## config.mk

```make
export PLATFORM = sky130hd
export DESIGN_NAME = poly_voice_allocator
export DESIGN_NICKNAME = d
export VERILOG_FILES = /design/src/rtl/pva_pkg.sv /design/src/rtl/pva_ram.sv /design/src/rtl/pva_voice_bank.sv /design/src/rtl/poly_voice_allocator.sv
export SDC_FILE = /design/constraint.sdc
export NUM_CORES = 2
export LEC_CHECK = 0
export BUFFER_PORTS_ARGS = -buffer_cell sky130_fd_sc_hd__buf_2
export CORE_MARGIN = 2
export CORE_UTILIZATION = 64
export DETAILED_ROUTE_END_ITERATION = 10
export GPL_TIMING_DRIVEN = 0
export PLACE_DENSITY = 0.81
export SYNTH_ARGS = -nofsm -noshare
export SYNTH_HDL_FRONTEND = slang
export SYNTH_SLANG_ARGS = --single-unit
```

## constraint.sdc

```tcl
create_clock -name clk -period 8.97 [get_ports clk]
set_input_delay 1.794 -clock clk [delete_from_list [all_inputs] [get_ports clk]]
set_output_delay 1.794 -clock clk [all_outputs]
set_load 0.05 [all_outputs]
```

## src/rtl/pva_pkg.sv

```systemverilog
// ----------------------------------------------------------------------------
// pva_pkg
// Shared codes, types and fixed sizes of the polyphonic voice allocator.
// ----------------------------------------------------------------------------
package pva_pkg;

  localparam int NUM_KEYS = 128;
  localparam int KEY_W    = 7;
  localparam int DEPTH_W  = 8;
  localparam int MASK_W   = 16;

  localparam logic [DEPTH_W-1:0] DEPTH_MAX = 8'd255;
  localparam logic [4:0]         LIM_MAX   = 5'd16;

  localparam logic [2:0] CMD_NOTE_ON  = 3'd0;
  localparam logic [2:0] CMD_NOTE_OFF = 3'd1;
  localparam logic [2:0] CMD_BLOCK    = 3'd2;
  localparam logic [2:0] CMD_FINISHED = 3'd3;
  localparam logic [2:0] CMD_ALL_OFF  = 3'd4;

  localparam logic [2:0] KIND_IGNORED = 3'd0;
  localparam logic [2:0] KIND_START   = 3'd1;
  localparam logic [2:0] KIND_LEGATO  = 3'd2;
  localparam logic [2:0] KIND_RELEASE = 3'd3;
  localparam logic [2:0] KIND_DONE    = 3'd4;

  localparam logic [4:0] CHAN_BASE = 5'd0;
  localparam logic [4:0] CHAN_ALT  = 5'd1;
  localparam logic [4:0] CHAN_OMNI = 5'd16;

  localparam logic [3:0] REG_POLY_LIMIT = 4'd0;
  localparam logic [3:0] REG_LEGATO     = 4'd1;

  typedef enum logic [1:0] {
    ST_IDLE,
    ST_EXEC,
    ST_SCAN
  } state_t;

  typedef struct packed {
    logic assign_en;
    logic age_en;
    logic free_en;
    logic clear_en;
  } voice_op_t;

endpackage

```

## src/rtl/pva_ram.sv

```systemverilog
// ----------------------------------------------------------------------------
// pva_ram
// Simple dual-port RAM, one write port, one read port with registered data.
// ----------------------------------------------------------------------------
module pva_ram #(
  parameter int WIDTH = 8,
  parameter int DEPTH = 128,
  localparam int AW = (DEPTH > 1) ? $clog2(DEPTH) : 1
) (
  input  logic             clk,
  input  logic             we,
  input  logic [AW-1:0]    waddr,
  input  logic [WIDTH-1:0] wdata,
  input  logic             re,
  input  logic [AW-1:0]    raddr,
  output logic [WIDTH-1:0] rdata
);

  logic [WIDTH-1:0] mem [DEPTH];

  always_ff @(posedge clk) begin
    if (we) begin
      mem[waddr] <= wdata;
    end
    if (re) begin
      rdata <= mem[raddr];
    end
  end

endmodule

```

## src/rtl/pva_voice_bank.sv

```systemverilog
// ----------------------------------------------------------------------------
// pva_voice_bank
// Per-voice lanes: active flag, pitch and saturating age, with the parallel
// match, free-voice and release-mask lookups.
// ----------------------------------------------------------------------------
module pva_voice_bank #(
  parameter int NUM_VOICES = 16,
  parameter int AGE_BITS   = 32,
  localparam int VW = (NUM_VOICES > 1) ? $clog2(NUM_VOICES) : 1
) (
  input  logic                      clk,
  input  logic                      rst,
  input  logic [4:0]                lim,
  input  logic [pva_pkg::KEY_W-1:0] note,
  input  pva_pkg::voice_op_t        op,
  input  logic [VW-1:0]             op_idx,
  input  logic [15:0]               blk,
  input  logic [VW-1:0]             scan_idx,
  output logic                      match_hit,
  output logic [VW-1:0]             match_idx,
  output logic                      free_hit,
  output logic [VW-1:0]             free_idx,
  output logic                      on_at_idx,
  output logic                      on0,
  output logic [pva_pkg::MASK_W-1:0] release_mask,
  output logic [AGE_BITS-1:0]       scan_age
);

  localparam int MW = (NUM_VOICES < pva_pkg::MASK_W) ? NUM_VOICES : pva_pkg::MASK_W;

  logic [NUM_VOICES-1:0]     on;
  logic [pva_pkg::KEY_W-1:0] pitch   [NUM_VOICES];
  logic [AGE_BITS-1:0]       age     [NUM_VOICES];
  logic [AGE_BITS-1:0]       age_inc [NUM_VOICES];

  // saturating age add per lane
  for (genvar g = 0; g < NUM_VOICES; g++) begin : g_lane
    logic [AGE_BITS:0] sum;
    assign sum = {1'b0, age[g]} + (AGE_BITS + 1)'(blk);
    assign age_inc[g] = sum[AGE_BITS] ? {AGE_BITS{1'b1}} : sum[AGE_BITS-1:0];
  end

  always_ff @(posedge clk) begin
    if (rst) begin
      on <= '0;
    end else if (op.clear_en) begin
      on <= '0;
    end else if (op.free_en) begin
      on[op_idx] <= 1'b0;
    end else if (op.assign_en) begin
      on[op_idx] <= 1'b1;
    end
  end

  always_ff @(posedge clk) begin
    for (int i = 0; i < NUM_VOICES; i++) begin
      if (op.age_en && on[i]) begin
        age[i] <= age_inc[i];
      end
      if (op.assign_en && op_idx == VW'(i)) begin
        age[i]   <= '0;
        pitch[i] <= note;
      end
    end
  end

  // lowest usable index wins
  always_comb begin
    match_hit = 1'b0;
    match_idx = '0;
    free_hit  = 1'b0;
    free_idx  = '0;
    for (int i = NUM_VOICES - 1; i >= 0; i--) begin
      if (i < int'(lim)) begin
        if (on[i] && pitch[i] == note) begin
          match_hit = 1'b1;
          match_idx = VW'(i);
        end
        if (!on[i]) begin
          free_hit = 1'b1;
          free_idx = VW'(i);
        end
      end
    end
  end

  always_comb begin
    release_mask = '0;
    for (int i = 0; i < MW; i++) begin
      release_mask[i] = on[i] && (pitch[i] == note);
    end
  end

  assign on_at_idx = on[op_idx];
  assign on0       = on[0];
  assign scan_age  = age[scan_idx];

endmodule

```

## src/rtl/poly_voice_allocator.sv

```systemverilog
// ----------------------------------------------------------------------------
// poly_voice_allocator
// Voice allocator: key depth read-modify-write in RAM, voice lanes, and an
// oldest-voice scan for stealing.
// ----------------------------------------------------------------------------
// Sequence: the accepting edge registers the event and starts the key depth RAM
//   read; ST_EXEC writes the depth back and registers the result and done. A note
//   on that has to steal gets its result from the oldest-age scan (ST_SCAN) over
//   the usable voices instead. A new event is taken only once the last is through.
// Reset: synchronous; all voices off, all key depths zero through valid bits,
//   poly_limit 16, legato off. Results cannot be stalled by the receiver.
// ----------------------------------------------------------------------------
module poly_voice_allocator #(
  parameter int NUM_VOICES = 16,
  parameter int AGE_BITS   = 32
) (
  input  logic        clk,
  input  logic        rst,
  input  logic        start,
  output logic        busy,
  input  logic [2:0]  cmd,
  input  logic [4:0]  channel,
  input  logic [6:0]  note,
  input  logic [6:0]  velocity,
  input  logic [15:0] block_samples,
  input  logic [3:0]  finished_voice,
  input  logic        cfg_valid,
  output logic        cfg_ready,
  input  logic [3:0]  cfg_index,
  input  logic [7:0]  cfg_data,
  output logic        done,
  output logic [2:0]  kind,
  output logic [3:0]  voice_index,
  output logic [6:0]  voice_note,
  output logic [6:0]  voice_velocity,
  output logic        was_active,
  output logic [15:0] release_mask,
  output logic [7:0]  held_keys
);

  localparam int VW = (NUM_VOICES > 1) ? $clog2(NUM_VOICES) : 1;

  pva_pkg::state_t state, state_next;

  logic [2:0]  cmd_q;
  logic        chan_ok_q;
  logic [6:0]  note_q;
  logic [6:0]  vel_q;
  logic [15:0] blk_q;
  logic [3:0]  fin_q;
  logic        vld_q;

  logic [4:0] poly_limit;
  logic       legato_mode;
  logic [4:0] lim;

  logic [pva_pkg::DEPTH_W-1:0]  held_count, held_next;
  logic [pva_pkg::NUM_KEYS-1:0] key_vld;
  logic                         vld_set, vld_clr;

  logic                         accept;
  logic                         ram_we;
  logic [pva_pkg::DEPTH_W-1:0]  ram_wdata, ram_rdata, depth;

  pva_pkg::voice_op_t op;
  logic [VW-1:0]      op_idx, pick_idx, fin_idx, sel_idx;
  logic               match_hit, free_hit, on_at_idx, on0;
  logic [VW-1:0]      match_idx, free_idx;
  logic [15:0]        mask_w;

  logic [VW-1:0]       scan_idx, best_idx;
  logic [AGE_BITS-1:0] oldest, scan_age;
  logic                scan_take, scan_last, scan_start;

  logic is_on, is_off, legato_hit, steal, fin_ok;

  logic        res_load;
  logic [2:0]  res_kind;
  logic [3:0]  res_idx;
  logic [6:0]  res_note, res_vel;
  logic        res_act;
  logic [15:0] res_mask;

  assign accept    = start && !busy;
  assign busy      = (state != pva_pkg::ST_IDLE);
  assign cfg_ready = 1'b1;
  assign held_keys = held_count;

  always_ff @(posedge clk) begin
    if (rst) begin
      poly_limit  <= pva_pkg::LIM_MAX;
      legato_mode <= 1'b0;
    end else if (cfg_valid && cfg_ready) begin
      case (cfg_index)
        pva_pkg::REG_POLY_LIMIT: poly_limit  <= cfg_data[4:0];
        pva_pkg::REG_LEGATO:     legato_mode <= cfg_data[0];
        default: ;
      endcase
    end
  end

  always_comb begin
    lim = poly_limit;
    if (lim == 5'd0) lim = 5'd1;
    if (lim > pva_pkg::LIM_MAX) lim = pva_pkg::LIM_MAX;
    if (int'(lim) > NUM_VOICES) lim = 5'(NUM_VOICES);
  end

  always_ff @(posedge clk) begin
    if (accept) begin
      cmd_q     <= cmd;
      chan_ok_q <= channel inside {pva_pkg::CHAN_BASE, pva_pkg::CHAN_ALT, pva_pkg::CHAN_OMNI};
      note_q    <= note;
      vel_q     <= velocity;
      blk_q     <= block_samples;
      fin_q     <= finished_voice;
      vld_q     <= key_vld[note];
    end
  end

  pva_ram #(
    .WIDTH (pva_pkg::DEPTH_W),
    .DEPTH (pva_pkg::NUM_KEYS)
  ) u_depth_ram (
    .clk   (clk),
    .we    (ram_we),
    .waddr (note_q),
    .wdata (ram_wdata),
    .re    (accept),
    .raddr (note),
    .rdata (ram_rdata)
  );

  pva_voice_bank #(
    .NUM_VOICES (NUM_VOICES),
    .AGE_BITS   (AGE_BITS)
  ) u_bank (
    .clk          (clk),
    .rst          (rst),
    .lim          (lim),
    .note         (note_q),
    .op           (op),
    .op_idx       (op_idx),
    .blk          (blk_q),
    .scan_idx     (scan_idx),
    .match_hit    (match_hit),
    .match_idx    (match_idx),
    .free_hit     (free_hit),
    .free_idx     (free_idx),
    .on_at_idx    (on_at_idx),
    .on0          (on0),
    .release_mask (mask_w),
    .scan_age     (scan_age)
  );

  assign depth      = vld_q ? ram_rdata : '0;
  assign is_on      = (cmd_q == pva_pkg::CMD_NOTE_ON) && (vel_q != 7'd0) && chan_ok_q;
  assign is_off     = ((cmd_q == pva_pkg::CMD_NOTE_ON) || (cmd_q == pva_pkg::CMD_NOTE_OFF))
                      && chan_ok_q && !is_on;
  assign legato_hit = legato_mode && (held_count != '0) && on0;
  assign steal      = !legato_hit && !match_hit && !free_hit;
  assign fin_ok     = int'(fin_q) < NUM_VOICES;
  assign fin_idx    = VW'(fin_q);

  assign scan_take  = (scan_idx == '0) || (scan_age >= oldest);
  assign scan_last  = (int'(scan_idx) + 1) == int'(lim);
  assign sel_idx    = scan_take ? scan_idx : best_idx;

  always_comb begin
    if (legato_hit)     pick_idx = '0;
    else if (match_hit) pick_idx = match_idx;
    else                pick_idx = free_idx;
  end

  always_comb begin
    if (state == pva_pkg::ST_SCAN)              op_idx = sel_idx;
    else if (cmd_q == pva_pkg::CMD_FINISHED)    op_idx = fin_idx;
    else                                        op_idx = pick_idx;
  end

  always_comb begin
    state_next = state;
    case (state)
      pva_pkg::ST_IDLE: if (accept) state_next = pva_pkg::ST_EXEC;
      pva_pkg::ST_EXEC: state_next = (is_on && steal) ? pva_pkg::ST_SCAN : pva_pkg::ST_IDLE;
      pva_pkg::ST_SCAN: if (scan_last) state_next = pva_pkg::ST_IDLE;
      default:          state_next = pva_pkg::ST_IDLE;
    endcase
  end

  always_comb begin
    op         = '0;
    ram_we     = 1'b0;
    ram_wdata  = depth;
    held_next  = held_count;
    vld_set    = 1'b0;
    vld_clr    = 1'b0;
    scan_start = 1'b0;
    res_load   = 1'b0;
    res_kind   = pva_pkg::KIND_IGNORED;
    res_idx    = '0;
    res_note   = '0;
    res_vel    = '0;
    res_act    = 1'b0;
    res_mask   = '0;
    case (state)
      pva_pkg::ST_EXEC: begin
        if (is_on) begin
          ram_we    = 1'b1;
          vld_set   = 1'b1;
          ram_wdata = (depth == pva_pkg::DEPTH_MAX) ? depth : depth + 8'd1;
          if (depth == '0) held_next = held_count + 8'd1;
          if (steal) begin
            scan_start = 1'b1;
          end else begin
            op.assign_en = 1'b1;
            res_load     = 1'b1;
            res_kind     = legato_hit ? pva_pkg::KIND_LEGATO : pva_pkg::KIND_START;
            res_idx      = 4'(pick_idx);
            res_note     = note_q;
            res_vel      = vel_q;
            res_act      = on_at_idx;
          end
        end else if (is_off) begin
          if (depth != '0) begin
            ram_we    = 1'b1;
            vld_set   = 1'b1;
            ram_wdata = depth - 8'd1;
            if (depth == 8'd1 && held_count != '0) held_next = held_count - 8'd1;
          end
          res_load = 1'b1;
          res_kind = pva_pkg::KIND_RELEASE;
          res_mask = mask_w;
        end else begin
          res_load = 1'b1;
          case (cmd_q)
            pva_pkg::CMD_BLOCK: begin
              op.age_en = 1'b1;
              res_kind  = pva_pkg::KIND_DONE;
            end
            pva_pkg::CMD_FINISHED: begin
              if (fin_ok) begin
                op.free_en = 1'b1;
                res_kind   = pva_pkg::KIND_DONE;
              end
            end
            pva_pkg::CMD_ALL_OFF: begin
              op.clear_en = 1'b1;
              vld_clr     = 1'b1;
              held_next   = '0;
              res_kind    = pva_pkg::KIND_DONE;
            end
            default: ;
          endcase
        end
      end
      pva_pkg::ST_SCAN: begin
        if (scan_last) begin
          op.assign_en = 1'b1;
          res_load     = 1'b1;
          res_kind     = pva_pkg::KIND_START;
          res_idx      = 4'(sel_idx);
          res_note     = note_q;
          res_vel      = vel_q;
          res_act      = on_at_idx;
        end
      end
      default: ;
    endcase
  end

  always_ff @(posedge clk) begin
    if (rst) begin
      state      <= pva_pkg::ST_IDLE;
      held_count <= '0;
      key_vld    <= '0;
      done       <= 1'b0;
    end else begin
      state      <= state_next;
      held_count <= held_next;
      done       <= res_load;
      if (vld_clr) begin
        key_vld <= '0;
      end else if (vld_set) begin
        key_vld[note_q] <= 1'b1;
      end
    end
  end

  always_ff @(posedge clk) begin
    if (scan_start) begin
      scan_idx <= '0;
    end else if (state == pva_pkg::ST_SCAN) begin
      scan_idx <= scan_idx + 1'b1;
      best_idx <= sel_idx;
      if (scan_take) oldest <= scan_age;
    end
  end

  always_ff @(posedge clk) begin
    if (res_load) begin
      kind           <= res_kind;
      voice_index    <= res_idx;
      voice_note     <= res_note;
      voice_velocity <= res_vel;
      was_active     <= res_act;
      release_mask   <= res_mask;
    end
  end

endmodule

```

# Word level (Yosys, flattened, before mapping)
# Memory sizes are Yosys's and may differ from the RTL's. A register that Yosys moved wholly into a read port is not among the register bits.
# Index checks and enable logic that the tools add are counted.
# W data, S select, Z words.
[classes]
n_addsub = 22
order_cmp = 24
n_reduce_logical = 108
muxes = 352
n_eq_ne = 48
bitwise = 23
[op_table]
columns = ["cell", "count"]
rows = [
  ["$mux W32", 32],
  ["$add A32 B16 Y33", 16],
  ["$mux W4", 89],
  ["$mux W1", 170],
  ["$mux W7", 21],
  ["$or A128 B128 Y128", 1],
  ["$eq A7 B7 Y1", 16],
  ["$reduce_or A7 Y1", 15],
  ["$mux W8", 12],
  ["$logic_and A1 B1 Y1", 61],
  ["$lt A4 B5 Y1 const A", 8],
  ["$eq A4 B4 Y1 const B", 8],
  ["$ge A32 B32 Y1", 1],
  ["$mux W16", 2],
  ["$pmux W7 S2", 2],
  ["$lt A3 B5 Y1 const A", 4],
  ["$mux W3", 6],
  ["$add A8 B1 Y8 const B", 2],
  ["$and A16 B16 Y16", 1],
  ["$eq A4 B3 Y1 const B", 4],
  ["$lt A7 B8 Y1 const B", 2],
  ["$not A16 Y16", 1],
  ["$or A1 B1 Y1", 16],
  ["$or A16 B16 Y16", 1],
  ["51 further kinds", 86],
]
[totals]
reg_bits = 278
out_inout_bits = 49
memories = 3
mem_bits_rw = 1648
[mem_list]
columns = ["memory", "depth", "word_bits", "rd", "rd_ports_with_merged_regs", "write_ports", "line", "rtl"]
rows = [
  ["u_depth_ram.mem", 128, 8, 1, 1, 1, "pva_ram.sv:19", "logic [WIDTH-1:0] mem [DEPTH];"],
  ["u_bank.age", 16, 32, 17, 1, 16, "pva_voice_bank.sv:33", "logic [AGE_BITS-1:0] age [NUM_VOICES];"],
  ["u_bank.pitch", 16, 7, 16, 0, 1, "pva_voice_bank.sv:32", "logic [pva_pkg::KEY_W-1:0] pitch [NUM_VOICES];"],
]

# Logic depth before layout (Yosys ltp)
[depth]
ltp_word = 63
depth_mapped = 18
depth_no_buf = 15

# Hierarchy
# From an unflattened synthesis, not the netlist that was laid out.
[hier_totals]
cells_unflattened = 6883
area_unflattened_um2 = 96826.6
[modules_own_cells]
columns = ["module", "n_inst", "area_each_um2", "seq_area_each_um2", "cells_per_inst"]
rows = [
  ["pva_voice_bank", 1, 45047.0, 18738.0, 4222],
  ["pva_ram", 1, 39728.1, 30989.7, 1631],
  ["poly_voice_allocator", 1, 12051.6, 6376.1, 1030],
]

# Worst setup path after synthesis
# OpenSTA, ideal clock, no wires.
[synth_timing]
path_type = "register to register"
from = "register cmd_q[1]"
to = "memory u_depth_ram.mem[0][3], data pin"
setup_slack_ps = 759
period_less_slack_ps = 8211
path_stages_with_launch = 10
arrival_time_ps = 7015
cell_sequence = "edfxtp_1 nor3b_1 and3_1 clkbuf_1 clkbuf_1 clkbuf_1 o21ai_0 nand2_1 a21oi_1 o21ai_0"
[synth_via]
elab_chain_cells = 8
word_cells_on_any_way = 11
classes_between = "eq/ne: 1; mux: 3; reduce/logical: 7"
[synth_rtl]
columns = ["item", "line", "rtl"]
rows = [
  ["start, declared", "poly_voice_allocator.sv:45", "logic [2:0] cmd_q;"],
  ["start signal, assigned", "poly_voice_allocator.sv:111", "cmd_q <= cmd;"],
  ["$logic_not A3 Y1", "poly_voice_allocator.sv:157, poly_voice_allocator.sv:158", ""],
  ["$logic_and A1 B1 Y1 (2 in series)", "poly_voice_allocator.sv:157", "assign is_on = (cmd_q == pva_pkg::CMD_NOTE_ON) && (vel_q != 7'd0) && chan_ok_q;"],
  ["$logic_not A1 Y1", "poly_voice_allocator.sv:159", "&& chan_ok_q && !is_on;"],
  ["$logic_and A1 B1 Y1", "poly_voice_allocator.sv:159", ""],
  ["$mux W8", "poly_voice_allocator.sv:224", "end else if (is_off) begin"],
  ["$mux W8 *", "poly_voice_allocator.sv:208", "if (is_on) begin"],
  ["$mux W8 *", "poly_voice_allocator.sv:206", "case (state)"],
  ["net ram_wdata (one bit)", "poly_voice_allocator.sv:63", "logic [pva_pkg::DEPTH_W-1:0] ram_wdata, ram_rdata, depth;"],
  ["end, declared", "pva_ram.sv:19", ""],
]
# Mark *: on every way through the listed nets, which the timed path passes. The rest lies on a longest branch.

==> results.tsv <==
metric	value	unit
status	complete, but fails checks	
failing checks	design-rule violations, max-capacitance violations, max-slew violations	
per-cell routed wire length	31.3	um
Max H-tree Level	4	
Vias/cell	7.08	
total number of vias	64600	
Post-CTS Hold Fix Bufs	0	
CP Launch Type	flop	
clk_lat worst skew	880	ps
TritonRoute pass-1 iters	9	
non-filler cells, final	9120	
cell area after synthesis	95200	um^2
Max-Cap Viols	3	
Net Count, Synth	7056	
YS warnings	0	
hold wc startpoint	key_vld[66]	
Crit path largest cell delay	920	ps
post-route ant nets	0	
final setup vio count	0	
pre-CTS WS	-562	ps
worst vdd ir	0.000299	V
initial core utilization	0.645	
#FFs+latches synth	1938	
Tot Pwr	20100	uW
Die H	390	um
I/O Buffers	101	
reg-to-reg setup timing slack	370	ps
top cell family by delay on the critical path	compound AO/OA/AOI/OAI gates	
hold_ws	469	ps
vias in the first global route	62600	
CTS tree	built	
Final min period	8600	ps
CP max-delay cell	buf_1	
Critical Path Fanout Max	32	
Post-Syn Instances	6683	
Unique masters post-synth	102	
Synth top cells by count	1737 x edfxtp_1, 648 x a21oi_1, 538 x mux4_2	
Final Hold Viols	0	
Synth Flop Type	edfxtp_1	
initial antenna violation count	20	
Setup Buffers After CTS	0	
Final Cycle Share	0.959	
Setup crit end kind	flop	
count leader, synth	edfxtp_1	
Overflow after GRT	0	
Avg Inst Size Synth	14.2	um^2
Crit path required time	9430	ps
Cell Rows	141	
core area	148000	um^2
worst slew pin tran	1550	ps
Max Clk Rate	116	MHz
placed cell areas	98700	um^2
hold path endpoint	key_vld[66]	
WP buf/inv	3	
Crit Reg-Reg Endpoint	u_bank.age[14][1]	
Total GRT Usage	0.374	
Arrival @ worst endpoint	9060	ps
final instance area	106000	um^2
Slew HR	-0.0344	
Post-DP HPWL	195000	um
CTS Sinks	1938	
Post-synth EDFFs	1737	
die footprint	152000	um^2
Worst path depth	17	
Leak	0.0359	uW
unrepaired setup endpoints after global routing	false	
Setup WS post-layout	366	ps
Routed WL	285000	um
width of the die	390	um
Total Nets Final	7382	
placed cell count	8741	
Crit Path Class	reg2reg	
area grow syn2layout	10.9	%
DRT iter0 DRCs	8892	
Post-synth ARST share	0	
reg2reg path depth	17	
first-pass GRT wire length	414000	um
Seq/Total Area, Yosys	0.590	
min-delay worst type	reg2reg	
hold depth	1	
cell chain of the critical path	clkbuf_1, buf_1, mux4_2, mux4_2, ha_1, a21oi_1, a21oi_1, nor4_1, o211ai_1, a221oi_2, mux2i_1, nand2_1, o21ai_1, nand2_4, nor2_2, buf_2, a21o_2	
IO Count	107	
TritonCTS Buffers	195	
Area contributors post-synth	edfxtp_1 55%, mux4_2 13%, dfxtp_1 4.2%	
Worst Clk Skew	55.3	ps
clock slew at reported path FFs	70	ps
share of the synthesized area in the top cell type	0.548	
PD cells	190	nW/um^2
max-slew violation count	32	
DRC Markers	2	
clk buf depth	3	
pin count of the biggest net entering global routing	97	
Root Buffer	clkbuf_16	
layout cells sized above 1	0.166	
dominant cell type by area after synthesis	edfxtp_1	
gpl congestion	1.02	
-- power by group --
group / internal, uW / switching, uW / leakage (uW)
Clock: 4950 / 3740 / 0.00330
Combinational: 526 / 860 / 0.0152
Sequential: 9890 / 78.2 / 0.0174
-- layout make-up --
| type | instances | area [um^2] |
|---|---|---|
| multi-input combinational | 4233 | 37000 |
| clock inverter | 95 | 1330 |
| sequential | 1938 | 56200 |
| tap | 1930 | 2410 |
| antenna | 11 | 27.5 |
| fill | 8953 | 42100 |
| inverter | 211 | 795 |
| buffer | 301 | 1330 |
| timing repair buffer | 129 | 1010 |
| clock buffer | 272 | 5480 |
-- through the flow --
step	util	setup TNS, ps
CTS	0.715	0
finish	0.715	0
global route	0.715	0
detailed placement	0.668	-89430
floorplan	-	0
global placement	0.664	-1759010
-- worst max-delay path by stage --
| stage | startpoint | to | slack [ps] |
|---|---|---|---|
| floorplan | cmd_q[1] | u_depth_ram.mem[0][3] | 760 |
| global placement | cmd_q[1] | u_depth_ram.mem[8][3] | -5490 |
| detailed placement | flop | u_bank.age[14][2] | -560 |
| CTS | flop | u_bank.age[14][1] | 30 |
| global route | flop | u_bank.age[10][2] | 130 |
| finish | flop | u_bank.age[14][1] | 370 |
-- cells by family after synthesis --
family	after synthesis	share of synthesized area
muxes	578	0.132
other	1	0.0000394
and+or+nand+nor	1436	0.0754
DFF	1938	0.590
xor gates and xnor gates	499	0.0459
adders and majority gates	315	0.0427
buffers and inverters	512	0.0222
AOI/OAI and AO/OA	1404	0.0919
-- sequential cells by signal, indices dropped and copies added (netlist names), 4 cells and up, named ones only --
register,cells
oldest,32
u_bank.pitch,112
vel_q,7
u_bank.age,512
note_q,7
poly_limit,5
fin_idx,4
u_depth_ram.rdata,8
release_mask,16
voice_velocity,7
best_idx,4
voice_index,4
scan_idx,4
voice_note,7
u_depth_ram.mem,1024
key_vld,128
blk_q,16
held_keys,8
-- placed cells by master, fill, tap and decap left out, types with 148 or more instances in the layout --
cell / n
a21oi_1: 646
buf_2: 159
clkbuf_1: 223
clkbuf_16: 199
dfxtp_1: 201
edfxtp_1: 1737
ha_1: 299
inv_1: 208
mux4_2: 538
nand2_1: 278
nor2_1: 398
nor3_1: 151
o21a_1: 148
o21ai_0: 164
xnor2_1: 285
xor2_1: 213
-- metal layers --
| layer | vias to the layer above | routed length (um) | global-route usage |
|---|---|---|---|
| li1 | 26900 | - | - |
| met5 | - | 138 | 0 |
| met1 | 32000 | 98300 | 0.475 |
| met2 | 4630 | 132000 | 0.584 |
| met3 | 1041 | 34700 | 0.102 |
| met4 | 22 | 20300 | 0.221 |
-- timing repair --
item,CTS,global route
gates resized for setup,9,7
pin swaps,0,0
endpoints found under the setup margin,384,229
Power figures use the tool's default switching activity.
